[config.mk]
export PLATFORM = sky130hd
export DESIGN_NAME = lpc_job_q
export DESIGN_NICKNAME = d
export VERILOG_FILES = /design/src/sv/longest_path_positive_cycle_check_assert.svh /design/src/sv/lpc_job_q.sv
export SDC_FILE = /design/constraint.sdc
export NUM_CORES = 1
export LEC_CHECK = 0
export BUFFER_PORTS_ARGS = -buffer_cell sky130_fd_sc_hd__buf_2
export CORE_MARGIN = 2
export CORE_UTILIZATION = 53
export CTS_CLUSTER_DIAMETER = 80
export DETAILED_ROUTE_END_ITERATION = 8
export PLACE_DENSITY = 0.8
export SLEW_MARGIN = 25
export SYNTH_ARGS = -nofsm -noshare
export SYNTH_HDL_FRONTEND = slang
export SYNTH_SLANG_ARGS = --single-unit
[constraint.sdc]
create_clock -name clk -period 2.8 [get_ports clk]
set_clock_uncertainty 0.1 [all_clocks]
set_input_delay 0.14 -clock clk [delete_from_list [all_inputs] [get_ports clk]]
set_output_delay 0.14 -clock clk [all_outputs]
set_load 0.005 [all_outputs]
[src/sv/longest_path_positive_cycle_check_assert.svh]
// Assertion macros used by the solver back end (lpc_back).
`ifndef LONGEST_PATH_POSITIVE_CYCLE_CHECK_ASSERT_SVH
`define LONGEST_PATH_POSITIVE_CYCLE_CHECK_ASSERT_SVH

// Consequent must hold in the same cycle as the antecedent.
`define LPC_ASSERT_NOW(label, ante, cons, msg) \
  label: assert property (@(posedge clk) disable iff (!rst_n) (ante) |-> (cons)) \
    else $error(msg);

// Consequent must hold in the cycle after the antecedent.
`define LPC_ASSERT_NEXT(label, ante, cons, msg) \
  label: assert property (@(posedge clk) disable iff (!rst_n) (ante) |=> (cons)) \
    else $error(msg);

`endif

[src/sv/lpc_job_q.sv]
module lpc_job_q #(
  parameter int W = 8
) (
  input  logic         clk,
  input  logic         rst_n,
  input  logic         push,
  input  logic [W-1:0] push_data,
  input  logic         pop,
  output logic         nonempty,
  output logic [W-1:0] head
);
  logic [W-1:0] slot_r [2];
  logic         wp_r, rp_r;
  logic [1:0]   cnt_r;

  assign nonempty = cnt_r != 2'd0;
  assign head     = slot_r[rp_r];

  always_ff @(posedge clk) begin
    if (push) slot_r[wp_r] <= push_data;
  end

  always_ff @(posedge clk) begin
    if (!rst_n) begin
      wp_r  <= 1'b0;
      rp_r  <= 1'b0;
      cnt_r <= 2'd0;
    end else begin
      if (push) wp_r <= !wp_r;
      if (pop && nonempty) rp_r <= !rp_r;
      cnt_r <= cnt_r + 2'(push) - 2'(pop && nonempty);
    end
  end

endmodule

==> flow_summary_export.csv <==
group,metric,value,unit
clock_tree,cts_resized,0,
global_routing,grt_max_degree,13,
cells_and_area,drive_gt1_frac,0.430,
clock_tree,clock-sinks,21,
yosys,netlist_area,816,sq um
timing,fin_setup_tns,0,ns
yosys,ys.flop_type,"edfxtp_1",
hold_path,hold_start,"push",
detailed_routing,routedWlPerCell,12.1,um
timing,fin_crit,1.57,ns
yosys,yosysTopAreaCell,"edfxtp_1",
die,start_util,0.554,
clock_tree,cts-root-buf,"clkbuf_4",
run_status,status,"finished clean",
global_routing,antenna_found_initial,0,
cells_and_area,utilization,0.713,
detailed_routing,route.top_layer_used,"met4",
yosys,netlist_instances,47,
die,die_height,43.2,um
hold_path,hold_class,"in2reg",
timing,timing.final.crit_share,0.562,
timing,fmax,635,MHz
cells_and_area,multi_input_area,223,sq um
yosys,synth_edf_count,16,
detailed_routing,dr.pass1.iters,4,
worst_setup_path,critPathCaptureType,"output pin",
yosys,ys.warnings.count,0,
place,place_inst,82,
timing,worst_pin_slew,0.737,ns
worst_setup_path,start_kind,"register",
worst_setup_path,critical_path_arrival,1.33,ns
detailed_routing,first_iter_violations,4,
place,numPortBuffers,20,
global_routing,grt_pass1_vias,461,
clock_tree,cts_tree,"built",
die,die_x,43.2,um
clock_tree,cts_buffers,3,
timing,layout_setup_ws,1.23,ns
detailed_routing,drc,0,
cells_and_area,seqCellArea,581,sq um
place,dp_slack,1.31,ns
yosys,ys_seq_elements,21,
timing,setup_viol,0,
yosys,yosysMostFrequentCell,"edfxtp_1",
detailed_routing,postRouteAntennaNets,0,
timing,relSlewSlack,0.508,
yosys,yosysUniqueCellTypes,15,
yosys,synth.avg_cell_area,17.4,sq um
cells_and_area,diodes,0,
yosys,synth_common_cells,"16 x edfxtp_1, 8 x mux2_2, 5 x dfxtp_1",
detailed_routing,num_vias,459,
yosys,syn_nets,61,
detailed_routing,route.met2.wl,576,um
power,leakage,0.426,nW
cells_and_area,layout.cells.non_filler,95,
cells_and_area,area_growth,28.5,%
worst_setup_path,timing.setup.critical_path_class,"reg2out",
yosys,yosysTopAreaCellShare,0.589,
cells_and_area,num-fill-cells,110,
yosys,ys_seq_area_frac,0.712,
worst_setup_path,worstReg2RegStart,"cnt_r[1]$_SDFF_PN0_",
place,dp_hpwl,809,um
cells_and_area,nets,94,
detailed_routing,wirelength,1150,um
clock_tree,insertion_delay,0.29,ns
power,power-per-cell-area,705,nW/um^2
run,max_cap_viol_count,0,
global_routing,grt_first_pass_wirelength,1800,um
place,gp_congestion,0.719,
clock_tree,cts_buffer_depth,2,
detailed_routing,dr_wl_met3,57,um
yosys,synthArstFlopShare,0,
timing,hold_violations,0,
die,num_rows,14,
detailed_routing,m1WireLength,498,um
clock_tree,clk_pin_slew,0.11,ns
detailed_routing,vias_per_cell,4.83,
global_routing,grt.overflow.total,0,
die,die-area,1870,sq um
timing,slew_viol_final,0,
yosys,synth_top_cells_by_area,"edfxtp_1 59%, dfxtp_1 12%, mux2_2 11%, ha_1 3.1%, xnor3_1 2.8%",
clock_tree,htreeDepth,1,
die,coreArea,1470,sq um
global_routing,grt.total_usage,0.133,
worst_setup_path,cp_max_fo,8,
power,ir_worst_vdd,0.463,mV
worst_setup_path,cp_data_required_time,2.56,ns
timing,rsz0062_at_grt,"no",
die,ios,21,
==> stage by stage <==
step	cell area, sq um	power (W)	hold slack [ns]
after floorplan	816	0.000544	0.139
after global placement	931	0.000593	0.227
after detailed placement	931	0.000601	0.231
after CTS	1040	0.000746	0.000207
after global routing	1050	0.000785	0.0883
final	1050	0.000740	0.0928
==> cell families (layout without fill, tap and decap cells) <==
family | after synthesis | after routing | synth area share
simple gates | 8 | 8 | 0.0614
compound gates | 2 | 2 | 0.0184
flops | 21 | 21 | 0.712
buf+inv | 3 | 35 | 0.0153
xor+xnor | 1 | 1 | 0.0276
mux | 10 | 10 | 0.135
fa+ha+maj | 2 | 2 | 0.0307
==> critical path, stage by stage, from the launching register on <==
cell and delay, ns:
dfxtp_1 0.54, mux2_2 0.38, buf_2 0.13
==> state kept, by name, summed over array words and instances, names as in the netlist, named ones only <==
name and cells:
wp_r 1, slot_r 16, rp_r 1, cnt_r 2
==> cell type report <==
cell class | count | share of cell area
inverters | 2 | 0.00716
repair buffers | 29 | 0.181
clock inverters | 1 | 0.00477
flip-flops and latches | 21 | 0.554
multi-input cells | 23 | 0.212
well taps | 16 | 0.0191
clock buffers | 3 | 0.0215
==> cells in the final DEF (no fill, tap or decap), drive strengths merged <==
master	n
mux2	8
nand2	1
edfxtp	16
and2	2
clkbuf	3
mux2i	2
dlygate4sd3	9
inv	2
nand2b	1
ha	2
o21a	2
dfxtp	5
or2	1
nor2b	3
clkinv	1
buf	20
xnor3	1
==> path summary, 6_finish.rpt <==
check / to / slack (ns) / cells past startpoint
min reg2reg: rp_r$_SDFFE_PN0P_ / 0.41 / 2
max: head[3] / 1.23 / 2
min: wp_r$_SDFFE_PN0P_ / 0.09 / 3
max reg2reg: cnt_r[1]$_SDFF_PN0_ / 1.30 / 6
==> timing repair <==
action                    CTS  global route
setup buffers               0             0
hold endpoints to repair   16             1
hold buffers                8             1
==> power by group <==
part / switching (W) / internal, W / total (W)
logic: 0.0000691 / 0.000130 / 0.000199
clock network: 0.0000863 / 0.0000531 / 0.000139
registers: 0.0000284 / 0.000373 / 0.000401
==> routing by layer <==
metal | vias up | track usage
met3 | 2 | 0.0255
met4 | 0 | 0.0545
li1 | 236 | -
met1 | 207 | 0.155
met2 | 14 | 0.236
met5 | - | 0
Power figures use the tool's default switching activity.
