$ cat src/sv/longest_path_positive_cycle_check_assert.svh
// Assertion macros used by the solver back end (lpc_back).
`ifndef LONGEST_PATH_POSITIVE_CYCLE_CHECK_ASSERT_SVH
`define LONGEST_PATH_POSITIVE_CYCLE_CHECK_ASSERT_SVH

// Consequent must hold in the same cycle as the antecedent.
`define LPC_ASSERT_NOW(label, ante, cons, msg) \
  label: assert property (@(posedge clk) disable iff (!rst_n) (ante) |-> (cons)) \
    else $error(msg);

// Consequent must hold in the cycle after the antecedent.
`define LPC_ASSERT_NEXT(label, ante, cons, msg) \
  label: assert property (@(posedge clk) disable iff (!rst_n) (ante) |=> (cons)) \
    else $error(msg);

`endif

$ cat src/sv/lpc_pkg.sv
package lpc_pkg;

  localparam int LPC_MAX_NODES = 4096;
  localparam int LPC_MAX_EDGES = 8192;

  localparam int NODE_FW  = 13;
  localparam int WEIGHT_W = 32;
  localparam int SCORE_W  = 48;
  localparam int DIST_W   = 49;
  localparam int CFG_DW   = 32;
  localparam int CFG_AW   = 3;

  localparam logic [DIST_W-1:0]  DIST_TOP      = {1'b0, {(DIST_W-1){1'b1}}};
  localparam logic [DIST_W-1:0]  DIST_BOT      = {1'b1, {(DIST_W-1){1'b0}}};
  localparam logic [SCORE_W-1:0] NO_PATH_SCORE = {1'b1, {(SCORE_W-1){1'b0}}};

  // register index, taken from paddr[2]
  localparam logic CFG_IDX_NUM_NODES = 1'b0;

  typedef struct packed {
    logic [NODE_FW-1:0]         from;
    logic [NODE_FW-1:0]         to;
    logic signed [WEIGHT_W-1:0] weight;
  } edge_t;

endpackage

$ cat src/sv/lpc_if.sv
interface lpc_in_if;
  logic                               valid;
  logic                               ready;
  logic [lpc_pkg::NODE_FW-1:0]        edge_from;
  logic [lpc_pkg::NODE_FW-1:0]        edge_to;
  logic signed [lpc_pkg::WEIGHT_W-1:0] edge_weight;
  logic                               last_edge;

  modport source (output valid, edge_from, edge_to, edge_weight, last_edge, input ready);
  modport sink   (input valid, edge_from, edge_to, edge_weight, last_edge, output ready);
endinterface


$ cat src/sv/lpc_front.sv
module lpc_front #(
  parameter int MAX_EDGES = lpc_pkg::LPC_MAX_EDGES,
  localparam int EAW = (MAX_EDGES > 1) ? $clog2(MAX_EDGES) : 1,
  localparam int ECW = $clog2(MAX_EDGES + 1)
) (
  input  logic            clk,
  input  logic            rst_n,
  lpc_in_if.sink          in_ch,
  input  logic            busy,
  output logic            mem_we,
  output logic [EAW-1:0]  mem_addr,
  output lpc_pkg::edge_t  mem_data,
  output logic            push,
  output logic [ECW-1:0]  push_cnt,
  output logic            push_ovf
);
  import lpc_pkg::*;

  logic [ECW-1:0] cnt_r, cnt_nxt;
  logic           ovf_r, ovf_nxt;
  logic           acc, room;

  assign in_ch.ready = !busy;
  assign acc  = in_ch.valid && in_ch.ready;
  assign room = cnt_r < ECW'(MAX_EDGES);

  assign mem_we   = acc && room;
  assign mem_addr = EAW'(cnt_r);
  assign mem_data = '{from: in_ch.edge_from, to: in_ch.edge_to, weight: in_ch.edge_weight};

  assign push     = acc && in_ch.last_edge;
  assign push_cnt = room ? cnt_r + ECW'(1) : cnt_r;
  assign push_ovf = ovf_r || !room;

  always_comb begin
    cnt_nxt = cnt_r;
    ovf_nxt = ovf_r;
    if (push) begin
      cnt_nxt = '0;
      ovf_nxt = 1'b0;
    end else if (mem_we) begin
      cnt_nxt = cnt_r + ECW'(1);
    end else if (acc) begin
      ovf_nxt = 1'b1;
    end
  end

  always_ff @(posedge clk) begin
    if (!rst_n) begin
      cnt_r <= '0;
      ovf_r <= 1'b0;
    end else begin
      cnt_r <= cnt_nxt;
      ovf_r <= ovf_nxt;
    end
  end

endmodule

$ cat src/flat_wrapper.sv
// flat-port wrapper written by rule: the top's interface ports become plain ports
module lpc_front_flat import lpc_pkg::*;
#(
  parameter int MAX_EDGES = lpc_pkg::LPC_MAX_EDGES,
  localparam int EAW = (MAX_EDGES > 1) ? $clog2(MAX_EDGES) : 1,
  localparam int ECW = $clog2(MAX_EDGES + 1)
)
  (clk, rst_n, busy, mem_we, mem_addr, mem_data, push, push_cnt, push_ovf, in_ch_valid, in_ch_edge_from, in_ch_edge_to, in_ch_edge_weight, in_ch_last_edge, in_ch_ready);
  lpc_in_if in_ch_i ();
  input  logic clk;
  input  logic rst_n;
  input  logic busy;
  output logic mem_we;
  output logic [EAW-1:0] mem_addr;
  output lpc_pkg::edge_t mem_data;
  output logic push;
  output logic [ECW-1:0] push_cnt;
  output logic push_ovf;
  input wire logic [$bits(in_ch_i.valid)-1:0] in_ch_valid;
  input wire logic [$bits(in_ch_i.edge_from)-1:0] in_ch_edge_from;
  input wire logic [$bits(in_ch_i.edge_to)-1:0] in_ch_edge_to;
  input wire logic [$bits(in_ch_i.edge_weight)-1:0] in_ch_edge_weight;
  input wire logic [$bits(in_ch_i.last_edge)-1:0] in_ch_last_edge;
  output wire logic [$bits(in_ch_i.ready)-1:0] in_ch_ready;
  assign in_ch_i.valid = in_ch_valid;
  assign in_ch_i.edge_from = in_ch_edge_from;
  assign in_ch_i.edge_to = in_ch_edge_to;
  assign in_ch_i.edge_weight = in_ch_edge_weight;
  assign in_ch_i.last_edge = in_ch_last_edge;
  assign in_ch_ready = in_ch_i.ready;
  lpc_front #(.MAX_EDGES(MAX_EDGES)) u_core (.clk(clk), .rst_n(rst_n), .in_ch(in_ch_i), .busy(busy), .mem_we(mem_we), .mem_addr(mem_addr), .mem_data(mem_data), .push(push), .push_cnt(push_cnt), .push_ovf(push_ovf));
endmodule
$ cat config.mk
export PLATFORM = sky130hd
export DESIGN_NAME = lpc_front_flat
export DESIGN_NICKNAME = d
export VERILOG_FILES = /design/src/sv/longest_path_positive_cycle_check_assert.svh /design/src/sv/lpc_pkg.sv /design/src/sv/lpc_if.sv /design/src/sv/lpc_front.sv /design/src/flat_wrapper.sv
export SDC_FILE = /design/constraint.sdc
export NUM_CORES = 1
export LEC_CHECK = 0
export BUFFER_PORTS_ARGS = -buffer_cell sky130_fd_sc_hd__buf_2
export CORE_AREA = 5 5 51 98
export CTS_BUF_LIST = sky130_fd_sc_hd__clkbuf_4
export DETAILED_ROUTE_END_ITERATION = 10
export DIE_AREA = 0 0 56 103
export PLACE_DENSITY = 0.81
export SYNTH_ARGS = -nofsm -noshare
export SYNTH_HDL_FRONTEND = slang
export SYNTH_SLANG_ARGS = --single-unit
$ cat constraint.sdc
create_clock -name clk -period 2.3 [get_ports clk]
set_input_delay 0.46 -clock clk [delete_from_list [all_inputs] [get_ports clk]]
set_output_delay 0.46 -clock clk [all_outputs]
set_load 0.02 [all_outputs]
==> results.ini <==
[status]
status = finished clean

[route]
viasPerCell = 5.009
first_pass_iters = 4
postRouteAntennaNets = 0
postRouteWirelength_mm = 2.996
drt_iter0_drc = 33
post-route-drc-count = 0
wl_per_cell_um = 14.20
vias = 1057

[placed_design]
gp_congestion = 0.8239
dp_hpwl_mm = 2.195
io_buffers = 35
place_ws_ps = 329.7
placed_area_um2 = 1219

[critical_path]
worstSetupPathType = reg -> out
arrival_ps = 1770
cp-start-kind = flop
critPathMaxFanout = 6
rrSetupSlack_ps = 500
reg2regPathDepth = 3
rr_endpoint = u_core.cnt_r[7]$_SDFFE_PP0P_
endpoint_kind = primary output
r2r_start = u_core.cnt_r[13]$_SDFFE_PP0P_
required_ps = 1840
startpoint = u_core.cnt_r[0]$_SDFFE_PP0P_

[yosys]
synth_cells = 190
ys_seq_elements = 15
synthesis.nets = 255
synth_cell_types = 28
async_flop_share = 0
yosys.area.top_type_share = 0.3574
synth-seq-area-share = 0.2013
synth_edf_count = 0
yosys-top-cells-area = buf_4 36%, dfxtp_1 20%, xnor2_1 4.1%, xor2_1 4.1%, mux2i_1 3.4%
syn_area_um2 = 1491
ys_warn_count = 0
synth_common_cells = 71 x buf_4, 15 x dfxtp_1, 9 x inv_1
synth_most_common_cell = buf_4
synth_top_area_cell = buf_4
ys.flop_type = dfxtp_1
synth_area_per_cell_um2 = 7.850

[floorplanning]
core_um2 = 4212
die_area_um2 = 5768
boundaryPins = 152
die_x_um = 56
num_rows = 34
initial_core_util = 0.3541
die_h_um = 103

[sta]
hold_viol = 0
tightestPinTransition_ps = 412.6
slew_headroom = 0.7249
post-route-period-util = 0.9705
fin_crit_ps = 2232
slew_violations = 0
layout_setup_ws_ps = 67.96
max_freq_mhz = 448.0
setup_viol = 0
clock_skew_ps = 9.967

[global_route]
antenna_found_initial = 0
grt_pass1_wl_mm = 4.671
grt_pass1_vias = 1011
grt_max_degree = 12
grt-ovfl-total = 0
grtUsageTotal = 0.09864

[clocking]
cts_root_buf = clkbuf_4
hold_buffers = 0
clock_sinks = 15
cts_buffer_depth = 2
clk_pin_slew_ps = 100
postCtsSetupBuffers = 0
postCtsResizedCells = 3
clkLatencyLatePin_ps = 290
cts_tree = yes
cts_made_buffers = 3
h-tree-depth = 1

[layout]
areaGrowthSynthToFinish_pct = -14.43
fin_nets = 223
antennaDiodeCount = 0
finalInstanceArea_um2 = 1276
drive_gt1_frac = 0.3694

[pwr]
power_leakage_uw = 0.0005730
ir_drop_v = 0.0001992
power.density_nw_per_um2 = 368.3

[hold_path]
whs_endpoint = u_core.ovf_r$_SDFFE_PP0P_
min_from = u_core.ovf_r$_SDFFE_PP0P_
min_path_cells = 2
worstHoldPathType = reg -> reg

[job]
max_cap_violations = 0

[how the worst max path moves through the flow]
stage | endpoint | slack (ps)
final | push_cnt[13] | 70
after global routing | push_cnt[13] | -10
after CTS | push_cnt[13] | 6
after detailed placement | push_cnt[13] | 330
after global placement | push_cnt[13] | 350
after floorplan | push_cnt[13] | 200
[sequential cells by signal, summed over array words and instances (netlist names)]
register      count
u_core.cnt_r     14
u_core.ovf_r      1
[layout by cell type, fill, tap and decap left out, types with 2 or more instances in the layout]
cell and count:
buf_2 35, inv_1 9, nand3_1 8, nor2_1 8
a21oi_1 8, xnor2_1 7, xor2_1 7, buf_4 6
dfxtp_2 6, dfxtp_1 6, or4_1 5, nor4_1 5
mux2i_1 5, nand3b_1 4, o31ai_1 4, nand4_1 3
nand4b_1 3, nor3_1 3, nand2_1 3, clkbuf_4 3
dfxtp_4 3, nor2b_1 2, o21ai_0 2, or3_1 2
ha_1 2
[report_power, final]
| group | switching, uW | leakage [uW] | internal, uW |
|---|---|---|---|
| clock network | 91.5 | 0.0000177 | 64.6 |
| registers | 3.29 | 0.000126 | 259 |
| logic | 34.3 | 0.000429 | 17.3 |
| total | 129 | 0.000573 | 341 |
[cell type report]
cell class / instances / area (um2)
well taps: 54 / 67.56
flip-flops and latches: 15 / 319.1
multi-input cells: 88 / 608.1
repair buffers: 41 / 220.2
clock buffers: 3 / 22.52
inverters: 9 / 33.78
clock inverters: 1 / 5.005
fillers: 450 / 2935
[cells by family (layout without fill, tap and decap cells)]
family          Yosys count  in the layout  share of synthesized area
compound gates           14             14                    0.05369
xor+xnor                 14             14                    0.08222
fa+ha+maj                 2              2                    0.01678
buf+inv                  87             54                     0.3985
flops                    15             15                     0.2013
mux                       6              6                    0.04111
simple gates             52             52                     0.2064
[critical path, stage by stage, from the launching register on]
cell	delay (ps)
dfxtp_4	390
nand4_1	140
or4_1	530
ha_1	200
inv_1	60
buf_2	160
[per-stage QoR]
step / util / power, uW / hold slack (ps) / std cells / setup TNS (ps)
after floorplan: - / 454.0 / 428.5 / 190 / 0
after global placement: 0.2894 / 320.0 / 448.1 / 207 / 0
after detailed placement: 0.2894 / 322.1 / 457.8 / 207 / 0
after CTS: 0.2968 / 477.5 / 482.9 / 211 / 0
after global routing: 0.3030 / 493.3 / 512.0 / 211 / -11.30
final: 0.3030 / 470.0 / 480.7 / 211 / 0
[routing by layer]
metal / wire length (um) / vias to the layer above / global-route usage / share of wire
met5: 0 / - / 0 / 0
li1: - / 500 / - / -
met3: 396 / 4 / 0.06015 / 0.13
met4: 8 / 0 / 0.03656 / 0.0027
met2: 1307 / 64 / 0.1443 / 0.44
met1: 1284 / 489 / 0.1176 / 0.43
Power figures use the tool's default switching activity.
